<file path="config.mk">
export PLATFORM = sky130hd
export DESIGN_NAME = srw_ctrl
export DESIGN_NICKNAME = d
export VERILOG_FILES = /design/src/rtl/salsa20_keystream_random_words_core_assert.svh /design/src/rtl/srw_pkg.sv /design/src/rtl/srw_ctrl.sv
export SDC_FILE = /design/constraint.sdc
export NUM_CORES = 1
export LEC_CHECK = 0
export BUFFER_PORTS_ARGS = -buffer_cell sky130_fd_sc_hd__buf_2
export CAP_MARGIN = 20
export CORE_MARGIN = 5
export CORE_UTILIZATION = 44
export DETAILED_ROUTE_END_ITERATION = 6
export PLACE_DENSITY_LB_ADDON = 0.08
export SYNTH_ARGS = -nofsm -noshare
export SYNTH_HDL_FRONTEND = slang
export SYNTH_SLANG_ARGS = --single-unit
</file>
<file path="constraint.sdc">
create_clock -name clk -period 1.5 [get_ports clk]
set_input_delay 0.15 -clock clk [delete_from_list [all_inputs] [get_ports clk]]
set_output_delay 0.15 -clock clk [all_outputs]
set_load 0.005 [all_outputs]
</file>
<file path="src/rtl/salsa20_keystream_random_words_core_assert.svh">
// Assertion macros for the Salsa20 random word core.
`ifndef SALSA20_KEYSTREAM_RANDOM_WORDS_CORE_ASSERT_SVH
`define SALSA20_KEYSTREAM_RANDOM_WORDS_CORE_ASSERT_SVH
// Implication checked on every rising clock edge outside reset.
`define SRW_ASSERT_IMP(label, ante, cons) \
    label: assert property (@(posedge clk) disable iff (!rst_n) (ante) |-> (cons)) \
        else $error("assertion failed");
// Next-cycle implication checked outside reset.
`define SRW_ASSERT_NEXT(label, ante, cons) \
    label: assert property (@(posedge clk) disable iff (!rst_n) (ante) |=> (cons)) \
        else $error("assertion failed");
`endif

</file>
<file path="src/rtl/srw_pkg.sv">
// Shared types and constants for the Salsa20 random word core.
package srw_pkg;
    localparam logic [31:0] SIGMA0 = 32'h61707865;
    localparam logic [31:0] SIGMA1 = 32'h3320646e;
    localparam logic [31:0] SIGMA2 = 32'h79622d32;
    localparam logic [31:0] SIGMA3 = 32'h6b206574;

    localparam logic [2:0] REG_KEY_LOW      = 3'd0;
    localparam logic [2:0] REG_KEY_MID_LOW  = 3'd1;
    localparam logic [2:0] REG_KEY_MID_HIGH = 3'd2;
    localparam logic [2:0] REG_KEY_HIGH     = 3'd3;
    localparam logic [2:0] REG_NONCE_START  = 3'd4;

    localparam logic ACTION_RAW = 1'b0;

    typedef struct packed {
        logic blk_start;    // begin Salsa20 block
        logic word_take;    // latch buffer word, decrement count
        logic div_start;    // start divider (num, den)
        logic div_min_sel;  // 1: compute threshold, 0: word mod bound
        logic out_word;     // output raw word
        logic out_rem;      // output remainder
        logic out_zero;     // output zero
    } srw_cmd_t;

    typedef struct packed {
        logic empty;
        logic blk_done;
        logic div_done;
        logic below_min;
    } srw_status_t;
endpackage

</file>
<file path="src/rtl/srw_ctrl.sv">
// Controller state machine for the Salsa20 random word core.
module srw_ctrl (
    input  logic                 clk,
    input  logic                 rst_n,
    input  logic                 in_fire,
    input  logic                 action,
    input  logic                 small_bound,
    input  logic                 out_free,
    input  srw_pkg::srw_status_t sts,
    output logic                 busy,
    output srw_pkg::srw_cmd_t    cmd
);
    import srw_pkg::*;

    typedef enum logic [7:0] {
        S_IDLE  = 8'b0000_0001,
        S_MIN   = 8'b0000_0010,
        S_CHK   = 8'b0000_0100,
        S_BLK   = 8'b0000_1000,
        S_TAKE  = 8'b0001_0000,
        S_TEST  = 8'b0010_0000,
        S_MOD   = 8'b0100_0000,
        S_OUT   = 8'b1000_0000
    } state_t;

    state_t state_reg, state_next;
    logic   uni_reg, uni_next;

    always_ff @(posedge clk or negedge rst_n)
    begin
        if (!rst_n)
        begin
            state_reg <= S_IDLE;
            uni_reg   <= 1'b0;
        end
        else
        begin
            state_reg <= state_next;
            uni_reg   <= uni_next;
        end
    end

    assign busy = (state_reg != S_IDLE);

    always_comb
    begin
        state_next = state_reg;
        uni_next   = uni_reg;
        cmd        = '0;
        case (state_reg)
            S_IDLE:
            begin
                if (in_fire)
                begin
                    if (action == ACTION_RAW)
                    begin
                        uni_next   = 1'b0;
                        state_next = S_CHK;
                    end
                    else if (small_bound)
                    begin
                        cmd.out_zero = 1'b1;
                    end
                    else
                    begin
                        uni_next        = 1'b1;
                        cmd.div_start   = 1'b1;
                        cmd.div_min_sel = 1'b1;
                        state_next      = S_MIN;
                    end
                end
            end
            S_MIN:
            begin
                if (sts.div_done)
                    state_next = S_CHK;
            end
            S_CHK:
            begin
                if (sts.empty)
                begin
                    cmd.blk_start = 1'b1;
                    state_next    = S_BLK;
                end
                else
                    state_next = S_TAKE;
            end
            S_BLK:
            begin
                if (sts.blk_done)
                    state_next = S_TAKE;
            end
            S_TAKE:
            begin
                cmd.word_take = 1'b1;
                state_next    = uni_reg ? S_TEST : S_OUT;
            end
            S_TEST:
            begin
                if (sts.below_min)
                    state_next = S_CHK;
                else
                begin
                    cmd.div_start = 1'b1;
                    state_next    = S_MOD;
                end
            end
            S_MOD:
            begin
                if (sts.div_done)
                    state_next = S_OUT;
            end
            S_OUT:
            begin
                if (out_free)
                begin
                    cmd.out_word = !uni_reg;
                    cmd.out_rem  = uni_reg;
                    state_next   = S_IDLE;
                end
            end
            default:
                state_next = S_IDLE;
        endcase
    end
endmodule

</file>
==> metrics.md, run 1 <==
| Metric | Value |
|---|---|
| Status | finished, violations left |
| Fin util | 77.1% |
| Element type at the critical path start | flip-flop |
| Final setup violation count | 15 |
| Detail Placement HPWL | 1.42 mm |
| Avg WL per Cell | ~16 µm |
| Via Count | 758 |
| Final Wtd Congestion | about 0.8 |
| Via density | ~5.6 |
| Ant. Diodes | 0 |
| Maximum fanout along the worst path | 3 |
| DIE AREA | 0.00235 mm² |
| Final Cycle Share | 124% |
| Num Clock Sinks | 9 |
| FMAX | between 0.5 and 0.6 GHz |
| Die Span Y | 48.5 µm |
| Number of synthesized register bits | 9 |
| Logic pwr share | 66.7% |
| Synth Net Count | 80 |
| Cells after synthesis | 70 |
| End of the worst hold path | state_reg[6] |
| Final WL | between 2 and 2.5 mm |
| Violated checks | negative setup slack |
| Tmin final | 1.86 ns |
| Post-route insts no fill | 136 |
| Die W | around 49 µm |
| ANT nets after route | 0 |
| Clock slew at reported path FFs | approximately 0.070 ns |
| Peak supply drop | roughly 1000 µV |
| I/O Pins | 18 |
| Total global routing overflow | 0 |
| Largest net degree at the start of global routing | 10 |
| Worst setup EP type | output port |
| Cells on worst reg2reg path | 6 |
| Drt pass-1 iters | 4 |
| CP required | between 1 and 1.5 ns |
| Clock root buffer | clkbuf_4 |
| Max clock buf depth | 2 |
| Max reg flops | 8 |
| IO Port Bufs | 17 |
| Worst-Skew Late Latency | 0.26 ns |
| Setup TNS | -3.01 ns |
| Critical Path Start | state_reg[0] |
| Sequential area share after synthesis | 34.7% |
| Htree depth | 1 |
| Int Pwr | 1060 µW |
| Setup WS post-layout | -0.355 ns |
| R2R setup slack | -0.20 ns |
| Sw frac | between 40% and 50% |
| Pin slew with the least headroom to its limit | 0.293 ns |
| Switching power total | between 700 and 800 µW |
| CTS Buf Count | 3 |
| Layout filler cell count | around 110 |
| Layout area overhead | 71.6% |
| Vias in the first global route | about 740 |
| Critical Path AT | about 1.7 ns |
| Slew headroom | roughly four fifths |
| Final hold vios | 0 |
| Number of synthesis warnings | 0 |
| Power density cells | ~1600 mW/mm² |
| Max-cap viol count | 0 |
| Commonest non-fill, non-tap cell in the layout | buf_4 |
| Min-Delay Path Class | in -> reg |
| Rows | 14 |
| WHS | 0.0996 ns |
| Worst R2R Start | state_reg[2] |
| Yosys cell types | 36 |
| DR iter-0 viols | 15 |
| Gr usage total | between 10% and 20% |
| Initial Util | approximately 45% |
| Min-delay src | sts[0] |
| Core footprint | roughly 0.0015 mm² |
| Commonest cells after routing, fill and taps aside | buf_4 (26), buf_2 (16), nor2_1 (7) |
| Antenna violations before repair | 0 |
| Synthesized cell area | around 650 µm² |
| TritonCTS clock tree | done |
| First-pass GRT wire length | 3.23 mm |
| Clk_skew | 0.00799 ns |
| Leak | roughly 0.00055 µW |
| Clock share of power | roughly 11% |
| Number of max-slew violations in the final report | 0 |
| RSZ-0062 raised after global routing | yes |
| Sequential power share | between 20% and 30% |
| Critical path type | reg -> out |
| RR Endpoint | state_reg[6] |
| Nets | 131 |
| Hold path depth | 2 |
| Mean Syn Cell Area | 9.33 µm² |
| Layout cell share with drive strength beyond 1 | 60.8% |
| DRC viols | 0 |
| Cell Count Post-Placement | 118 |
==> cell type report <==
cell class              instances  area, µm²  share of cell area (%)
inverters                       6       22.5                    2.01
clock buffers                   4       26.3                    2.34
repair buffers                 47        330                    29.5
flip-flops and latches          9        230                    20.5
well taps                      16       20.0                    1.79
multi-input cells              54        492                    43.9
==> critical path: stages (launching register included) <==
cell      delay (ns)
dfstp_2         0.55
nor4b_4         0.27
nand3_2         0.13
nor3b_2         0.21
o21bai_1        0.14
buf_2           0.14
==> worst max-delay path by stage <==
| stage | endpoint | slack, ns | cells past startpoint |
|---|---|---|---|
| 3_5_place_dp | cmd[4] | -0.11 | 5 |
| 5_1_grt | cmd[4] | -0.44 | 5 |
| 4_1_cts | cmd[4] | -0.31 | 5 |
| 3_3_place_gp | state_reg[1] | -0.1 | 5 |
| 6_report | cmd[4] | -0.36 | 5 |
| 2_1_floorplan | cmd[4] | 0.007 | 4 |
==> power by group through the flow <==
stage               Clock, µW  Combinational [µW]  Sequential (µW)
CTS                       198                 979              399
detailed placement          0                 859              394
floorplan                   0                 484              411
global placement            0                 839              389
global route              211                1310              420
finish                    197                1220              412
==> cell usage after synthesis (all sizes together) <==
cell type / number / area [µm²]
inv: 6 / 22.5
o22a: 1 / 8.76
o2bb2ai: 2 / 17.5
o31ai: 1 / 7.51
nor3b: 2 / 20.0
dfrtp: 8 / 200
nand3: 5 / 25.0
nand2b: 1 / 6.26
dfstp: 1 / 26.3
o2111ai: 1 / 15.0
xor2: 2 / 17.5
nor4: 2 / 33.8
nand4b: 4 / 41.3
or2b: 1 / 7.51
or3b: 1 / 8.76
a2bb2oi: 1 / 8.76
o32ai: 1 / 8.76
and4: 1 / 8.76
and2b: 1 / 8.76
a21bo: 1 / 10.0
and2: 1 / 6.26
nor4b: 2 / 23.8
o21ai: 4 / 20.0
nand2: 4 / 15.0
nor3: 3 / 15.0
a211oi: 1 / 7.51
nand4: 1 / 6.26
buf: 1 / 7.51
nor2: 8 / 30.0
o21bai: 1 / 7.51
or4: 1 / 11.3
==> cell families (layout without fill, tap and decap cells) <==
logic type | Yosys count | count (layout) | synth area share [%]
buffers and inverters | 7 | 57 | 4.60
AOI/OAI and AO/OA | 14 | 14 | 17.1
DFF | 9 | 9 | 34.7
and+or+nand+nor | 38 | 38 | 41.0
xor gates and xnor gates | 2 | 2 | 2.68
==> metal layers <==
metal | GRT usage [%] | vias up | wire [µm]
met5 | 0 | - | 0
met4 | 5.38 | 0 | 36
met3 | 3.68 | 4 | 88
met2 | 30.4 | 23 | 1200
met1 | 19.6 | 371 | 882
li1 | - | 360 | -
==> what timing repair did <==
item                       CTS  global route
hold buffers                 1             0
resized for setup           10            14
pin swaps                    3             6
setup buffers                2            11
cloned                       0             0
setup endpoints to repair   14            16
hold endpoints to repair     9             0
==> stage by stage <==
| step | power (µW) | cell area, µm² | setup slack [ns] |
|---|---|---|---|
| finish | 1830 | 1120 | -0.355 |
| global route | 1950 | 1120 | -0.439 |
| CTS | 1580 | 981 | -0.313 |
| detailed placement | 1250 | 871 | -0.112 |
| global placement | 1230 | 871 | -0.0977 |
| floorplan | 896 | 653 | 0.00741 |
Note: power is estimated with default switching activity, not from simulation.
==> run 2: changes to the inputs <==
BUFFER_PORTS_ARGS = unset   (was -buffer_cell sky130_fd_sc_hd__buf_2)
DONT_BUFFER_PORTS = 1   (was unset)
==> run 2 against run 1 <==
Net effect: the run ends with negative hold slack, negative setup slack left; utilization down 0.17 points; first-iteration DRC count down 13%; via count down 7.5%; power up 6.5%; cell count down 13%; critical endpoint unchanged.
==> metrics.md, run 2 (synthesized netlist as in run 1, its figures left out) <==
| Metric | Value |
|---|---|
| Die W | 48.5 µm (unchanged) |
| Critical path type | reg -> out (unchanged) |
| Max clock buf depth | 2 (unchanged) |
| Final setup violation count | 15 (unchanged) |
| Setup WS post-layout | -0.253 ns (was -0.355 ns) |
| Via density | 5.89 (was 5.57) |
| First-pass GRT wire length | 3.00 mm (was 3.23 mm) |
| IO Port Bufs | 0 (was 17) |
| Total global routing overflow | 0 (unchanged) |
| R2R setup slack | -0.16 ns (was -0.20 ns) |
| RSZ-0062 raised after global routing | yes (unchanged) |
| Gr usage total | 16.1% (was 16.9%) |
| CTS Buf Count | 3 (unchanged) |
| Gr busiest metal | met2 (unchanged) |
| Pin slew with the least headroom to its limit | 0.435 ns (was 0.293 ns) |
| Final Cycle Share | 117% (was 124%) |
| Initial Util | 44.9% (unchanged) |
| Detail Placement HPWL | 1.26 mm (was 1.42 mm) |
| CP peak stage delay | 0.54 ns (was 0.55 ns) |
| DIE AREA | 0.00235 mm² (unchanged) |
| Fin util | 76.9% (was 77.1%) |
| Cells on worst reg2reg path | 6 (unchanged) |
| Clock slew at reported path FFs | 0.07 ns (about the same) |
| Ant. Diodes | 0 (unchanged) |
| Via Count | 701 (was 758) |
| Met3 usage in global routing | 4.29% (was 3.68%) |
| Final Wtd Congestion | 0.846 (was 0.802) |
| Slew headroom | 70.9% (was 80.4%) |
| Critical Path Start | state_reg[0] (unchanged) |
| Total power | 1950 µW (was 1830 µW) |
| TritonCTS clock tree | done (unchanged) |
| Avg WL per Cell | 17.6 µm (was 16.2 µm) |
| Maximum fanout along the worst path | 3 (unchanged) |
| Min-delay src | action (was sts[0]) |
| Layout cell share with drive strength beyond 1 | 59.2% (was 60.8%) |
| Layout filler cell count | 94 (was 111) |
| Max reg flops | 8 (unchanged) |
| Cell family with most CP delay | simple AND/OR/NAND/NOR gates (unchanged) |
| Number of max-slew violations in the final report | 0 (unchanged) |
| Leak | 0.000522 µW (was 0.000547 µW) |
| Critical-path top delay cell | dfstp_2 (unchanged) |
| Final WL | 2.10 mm (was 2.21 mm) |
| Met1 usage | 19.7% (was 19.6%) |
| Tmin final | 1.75 ns (was 1.86 ns) |
| DR iter-0 viols | 13 (was 15) |
| I/O Pins | 18 (unchanged) |
| Rows | 14 (unchanged) |
| RR Endpoint | uni_reg (was state_reg[6]) |
| Die Span Y | 48.5 µm (unchanged) |
| WHS | -0.000751 ns (was 0.0996 ns) |
| Commonest non-fill, non-tap cell in the layout | buf_4 (unchanged) |
| Final hold vios | 1 (was 0) |
| Violated checks | negative hold slack, negative setup slack (was negative setup slack) |
| Htree depth | 1 (unchanged) |
| Setup TNS | -2.14 ns (was -3.01 ns) |
| Num Clock Sinks | 9 (unchanged) |
| Grt met2 use | 25.4% (was 30.4%) |
| Clock root buffer | clkbuf_4 (unchanged) |
| FMAX | 0.570 GHz (was 0.539 GHz) |
| Hold path depth | 2 (unchanged) |
| Antenna violations before repair | 0 (unchanged) |
| Power density cells | 1740 mW/mm² (was 1630 mW/mm²) |
| Commonest cells after routing, fill and taps aside | buf_4 (16), buf_6 (11), nor2_1 (5), inv_1 (5), dfrtp_1 (5) (was buf_4 (26), buf_2 (16), nor2_1 (7)) |
| ANT nets after route | 0 (unchanged) |
| Worst R2R Start | state_reg[0] (was state_reg[2]) |
| End of the worst hold path | state_reg[1] (was state_reg[6]) |
| Element type at the critical path start | flip-flop (unchanged) |
| DRC viols | 0 (unchanged) |
| Nets | 114 (was 131) |
| Vias in the first global route | 668 (was 744) |
| Layout area overhead | 71.3% (was 71.6%) |
| Peak supply drop | 875 µV (was 1000 µV) |
| Worst path cell trace | nor4b_4 -> nand3_4 -> nor3b_4 -> o21bai_4 (was nor4b_4 -> nand3_2 -> nor3b_2 -> o21bai_1 -> buf_2) |
| Status | finished, violations left (unchanged) |
| Largest net degree at the start of global routing | 10 (unchanged) |
| Core footprint | 0.00145 mm² (unchanged) |
| Clk_skew | 0.0111 ns (was 0.00799 ns) |
| Worst-Skew Late Latency | 0.27 ns (was 0.26 ns) |
| Critical Path AT | 1.60 ns (was 1.71 ns) |
| Min-Delay Path Class | in -> reg (unchanged) |
| CP required | 1.35 ns (about the same) |
| Worst setup EP type | output port (unchanged) |
| Drt pass-1 iters | 4 (unchanged) |
| Worst Path Buf+Inv | 0 (was 1) |
| Max-cap viol count | 0 (unchanged) |
## run 2: area by class of cell
type                    instances  area, µm²  area share, %
flip-flops and latches          9        230           20.6
repair buffers                 30        274           24.5
inverters                       6       25.0           2.24
well taps                      16       20.0           1.79
clock buffers                   4       26.3           2.35
multi-input cells              54        543           48.5
## run 2: worst register-to-register path: stages (launching register included)
cell and delay [ns]:
dfstp_2 0.54, nor4b_4 0.32, nand3_4 0.13, buf_4 0.17
buf_6 0.10, buf_4 0.12, o22a_1 0.18
## run 2: how the worst max path moves through the flow
stage               cells after the start      endpoint  slack, ns
finish                                  4        cmd[4]      -0.25
global placement                        4  state_reg[1]      -0.05
floorplan                               4        cmd[4]      0.007
global route                            4        cmd[4]      -0.34
detailed placement                      4  state_reg[1]      -0.05
CTS                                     5        cmd[4]      -0.20
## run 2: report_power, final
group	leakage, µW	switching, µW	internal (µW)
clock network	0.0000150	96.3	103
logic	0.000394	624	702
registers	0.000114	106	319
total	0.000522	826	1120
## run 2: timing repair
| item | CTS | global route |
|---|---|---|
| resized for setup | 19 | 24 |
| pin swaps | 12 | 6 |
| setup buffers | 10 | 6 |
| hold endpoints to repair | 11 | 0 |
| hold buffers | 3 | 0 |
| endpoints found under the setup margin | 14 | 15 |
## run 2: stage by stage
| stage | hold slack [ns] | area [µm²] | instances | setup WS, ns |
|---|---|---|---|---|
| finish | -0.000751 | 1120 | 119 | -0.253 |
| global route | 0.00711 | 1120 | 119 | -0.337 |
| CTS | 0.00865 | 972 | 114 | -0.201 |
| detailed placement | -0.145 | 756 | 97 | -0.0522 |
| global placement | -0.145 | 756 | 97 | -0.0500 |
| floorplan | -0.146 | 653 | 70 | 0.00741 |
## run 2: per-layer routing
layer	share of wire, %	vias up
met4	1.4	0
met5	0	-
li1	-	328
met2	51	22
met3	5.2	5
met1	42	346
==> run 3: changes to the inputs <==
CTS_BUF_LIST = sky130_fd_sc_hd__clkbuf_8   (was unset)
SKIP_CTS_REPAIR_TIMING = 1   (was unset)
clock period = 1.9 ns   (was 1.5 ns; I/O delays follow)
==> run 3 against run 2 <==
Net effect: the flow now finishes without violations; sequential cell count is the same; sequential power shrank 20%; global-route usage shrank 3.5 points; die area is the same; clock-buffer cell count shrank 1; sequential share of layout area grew 8.6 points; via count shrank 21%; setup slack gained 0.35 ns; first-iteration DRC count grew 46%; utilization shrank 23 points; power shrank 42%; highest routed layer is now met3.
==> metrics.md, run 3 (synthesized netlist as in run 1, its figures left out) <==
| Metric | Value |
|---|---|
| RR Endpoint | state_reg[1] (was uni_reg) |
| Worst R2R Start | state_reg[4] (was state_reg[0]) |
| DIE AREA | 0.00235 mm² (unchanged) |
| TritonCTS clock tree | done (unchanged) |
| FMAX | about 0.55 GHz |
| Commonest cells after routing, fill and taps aside | nor2_1 (8), inv_1 (7), dfrtp_1 (7) (was buf_4 (16), buf_6 (11), nor2_1 (5), inv_1 (5), dfrtp_1 (5)) |
| Worst path cell trace | nor4b_4 -> nand3_2 -> nor3b_4 -> o21bai_1 (was nor4b_4 -> nand3_4 -> nor3b_4 -> o21bai_4) |
| Max reg flops | 8 (unchanged) |
| Final Wtd Congestion | 0.802 (was 0.846) |
| Vias in the first global route | 538 (was 668) |
| Largest net degree at the start of global routing | 10 (unchanged) |
| Min-delay src | out_free (was action) |
| Clk_skew | 0.00530 ns (was 0.0111 ns) |
| Clock root buffer | clkbuf_8 (was clkbuf_4) |
| Number of max-slew violations in the final report | 0 (unchanged) |
| Element type at the critical path start | flip-flop (unchanged) |
| Max clock buf depth | 2 (unchanged) |
| I/O Pins | 18 (unchanged) |
| Via density | 5.82 (was 5.89) |
| Total global routing overflow | 0 (unchanged) |
| Initial Util | 44.9% (unchanged) |
| Min-Delay Path Class | in -> reg (unchanged) |
| Commonest non-fill, non-tap cell in the layout | nor2_1 (was buf_4) |
| Cells on worst reg2reg path | 5 (was 6) |
| Nets | 90 (was 114) |
| Ant. Diodes | 0 (unchanged) |
| Leak | 0.000349 µW (was 0.000522 µW) |
| End of the worst hold path | state_reg[7] (was state_reg[1]) |
| Worst-Skew Late Latency | 0.23 ns (was 0.27 ns) |
| Critical Path AT | 1.61 ns (was 1.60 ns) |
| Antenna violations before repair | 0 (unchanged) |
| Final hold vios | 0 (was 1) |
| Layout area overhead | 19.3% (was 71.3%) |
| Detail Placement HPWL | 1.15 mm (was 1.26 mm) |
| Power density cells | 1460 mW/mm² (was 1740 mW/mm²) |
| CTS Buf Count | 3 (unchanged) |
| Num Clock Sinks | 9 (unchanged) |
| Status | finished clean (was finished, violations left) |
| Pin slew with the least headroom to its limit | 0.425 ns (was 0.435 ns) |
| Die W | 48.5 µm (unchanged) |
| Tmin final | about 1.8 ns |
| Critical path type | reg -> out (unchanged) |
| DRC viols | 0 (unchanged) |
| Final setup violation count | 0 (was 15) |
| Max-cap viol count | 0 (unchanged) |
| Final WL | 1.46 mm (was 2.10 mm) |
| Htree depth | 1 (unchanged) |
| WHS | 0.0467 ns (was -0.000751 ns) |
| Hold path depth | 1 (was 2) |
| Setup TNS | 0 ns (was -2.14 ns) |
| Clock slew at reported path FFs | 0.05 ns (was 0.07 ns) |
| Layout cell share with drive strength beyond 1 | 26.6% (was 59.2%) |
| R2R setup slack | 0.24 ns (was -0.16 ns) |
| Slew headroom | 71.6% (was 70.9%) |
| First-pass GRT wire length | 2.47 mm (was 3.00 mm) |
| Rows | 14 (unchanged) |
| Avg WL per Cell | 15.4 µm (was 17.6 µm) |
| ANT nets after route | 0 (unchanged) |
| CP peak stage delay | 0.48 ns (was 0.54 ns) |
| Gr usage total | 12.6% (was 16.1%) |
| Via Count | 553 (was 701) |
| IO Port Bufs | 0 (unchanged) |
| Final Cycle Share | 95.0% |
| Die Span Y | 48.5 µm (unchanged) |
| Worst setup EP type | output port (unchanged) |
| DR iter-0 viols | 19 (was 13) |
| RSZ-0062 raised after global routing | no (was yes) |
| CP required | 1.71 ns (was 1.35 ns) |
| Core footprint | 0.00145 mm² (unchanged) |
| Maximum fanout along the worst path | 7 (was 3) |
| Critical-path top delay cell | dfrtp_1 (was dfstp_2) |
| Drt pass-1 iters | 4 (unchanged) |
| Peak supply drop | 618 µV (was 875 µV) |
[run 3: cell types whose count changed in the layout (fill, tap and decap cells not counted), sizes merged]
| cell | previous run | this run |
|---|---|---|
| buf | 27 | 5 |
| inv | 6 | 7 |
| clkbuf | 4 | 3 |
| dlygate4sd3 | 3 | 1 |
[run 3: per-stage QoR]
stage | power [µW] | utilization, % | area, µm² | instances | setup slack (ns)
global route | 1210 | 53.6 | 779 | 95 | 0.00440
global placement | 820 | 46.3 | 673 | 86 | 0.250
detailed placement | 818 | 46.3 | 673 | 86 | 0.232
finish | 1140 | 53.6 | 779 | 95 | 0.0957
floorplan | 707 | - | 653 | 70 | 0.358
CTS | 1040 | 49.4 | 718 | 90 | -0.0294
[run 3: cell type report]
type	count	area [µm²]
timing repair buffer	6	47.5
multi-input combinational	54	417
fill	158	674
clock inverter	1	3.75
clock buffer	3	41.3
tap	16	20.0
sequential	9	228
inverter	6	22.5
[run 3: worst max-delay path: cells and delay by family (launching register included)]
kind               cells  cell delay, ns
AOI/OAI and AO/OA      1            0.15
DFF                    1            0.48
and+or+nand+nor        3            0.73
[run 3: power breakdown]
| part | switching, µW | internal, µW |
|---|---|---|
| registers | 89.0 | 253 |
| clock network | 78.6 | 141 |
| logic | 284 | 289 |
| total | 452 | 684 |
[run 3: layer usage]
metal  vias up  global-route usage (%)  part of all wire, %
met3         0                    3.37                  3.3
met2         8                    20.4                   52
li1        280                       -                    -
met4         0                    2.69                    0
met1       265                    16.7                   45
met5         -                       0                    0
[run 3: worst max-delay path by stage]
stage / from / to / slack [ns] / cells after the start
2_1_floorplan: state_reg[3] / cmd[4] / 0.36 / 4
4_1_cts: state_reg[0] / cmd[4] / -0.03 / 4
6_report: state_reg[7] / cmd[4] / 0.1 / 4
5_1_grt: state_reg[7] / cmd[4] / 0.004 / 4
3_5_place_dp: state_reg[0] / cmd[4] / 0.23 / 4
3_3_place_gp: state_reg[0] / cmd[4] / 0.25 / 4
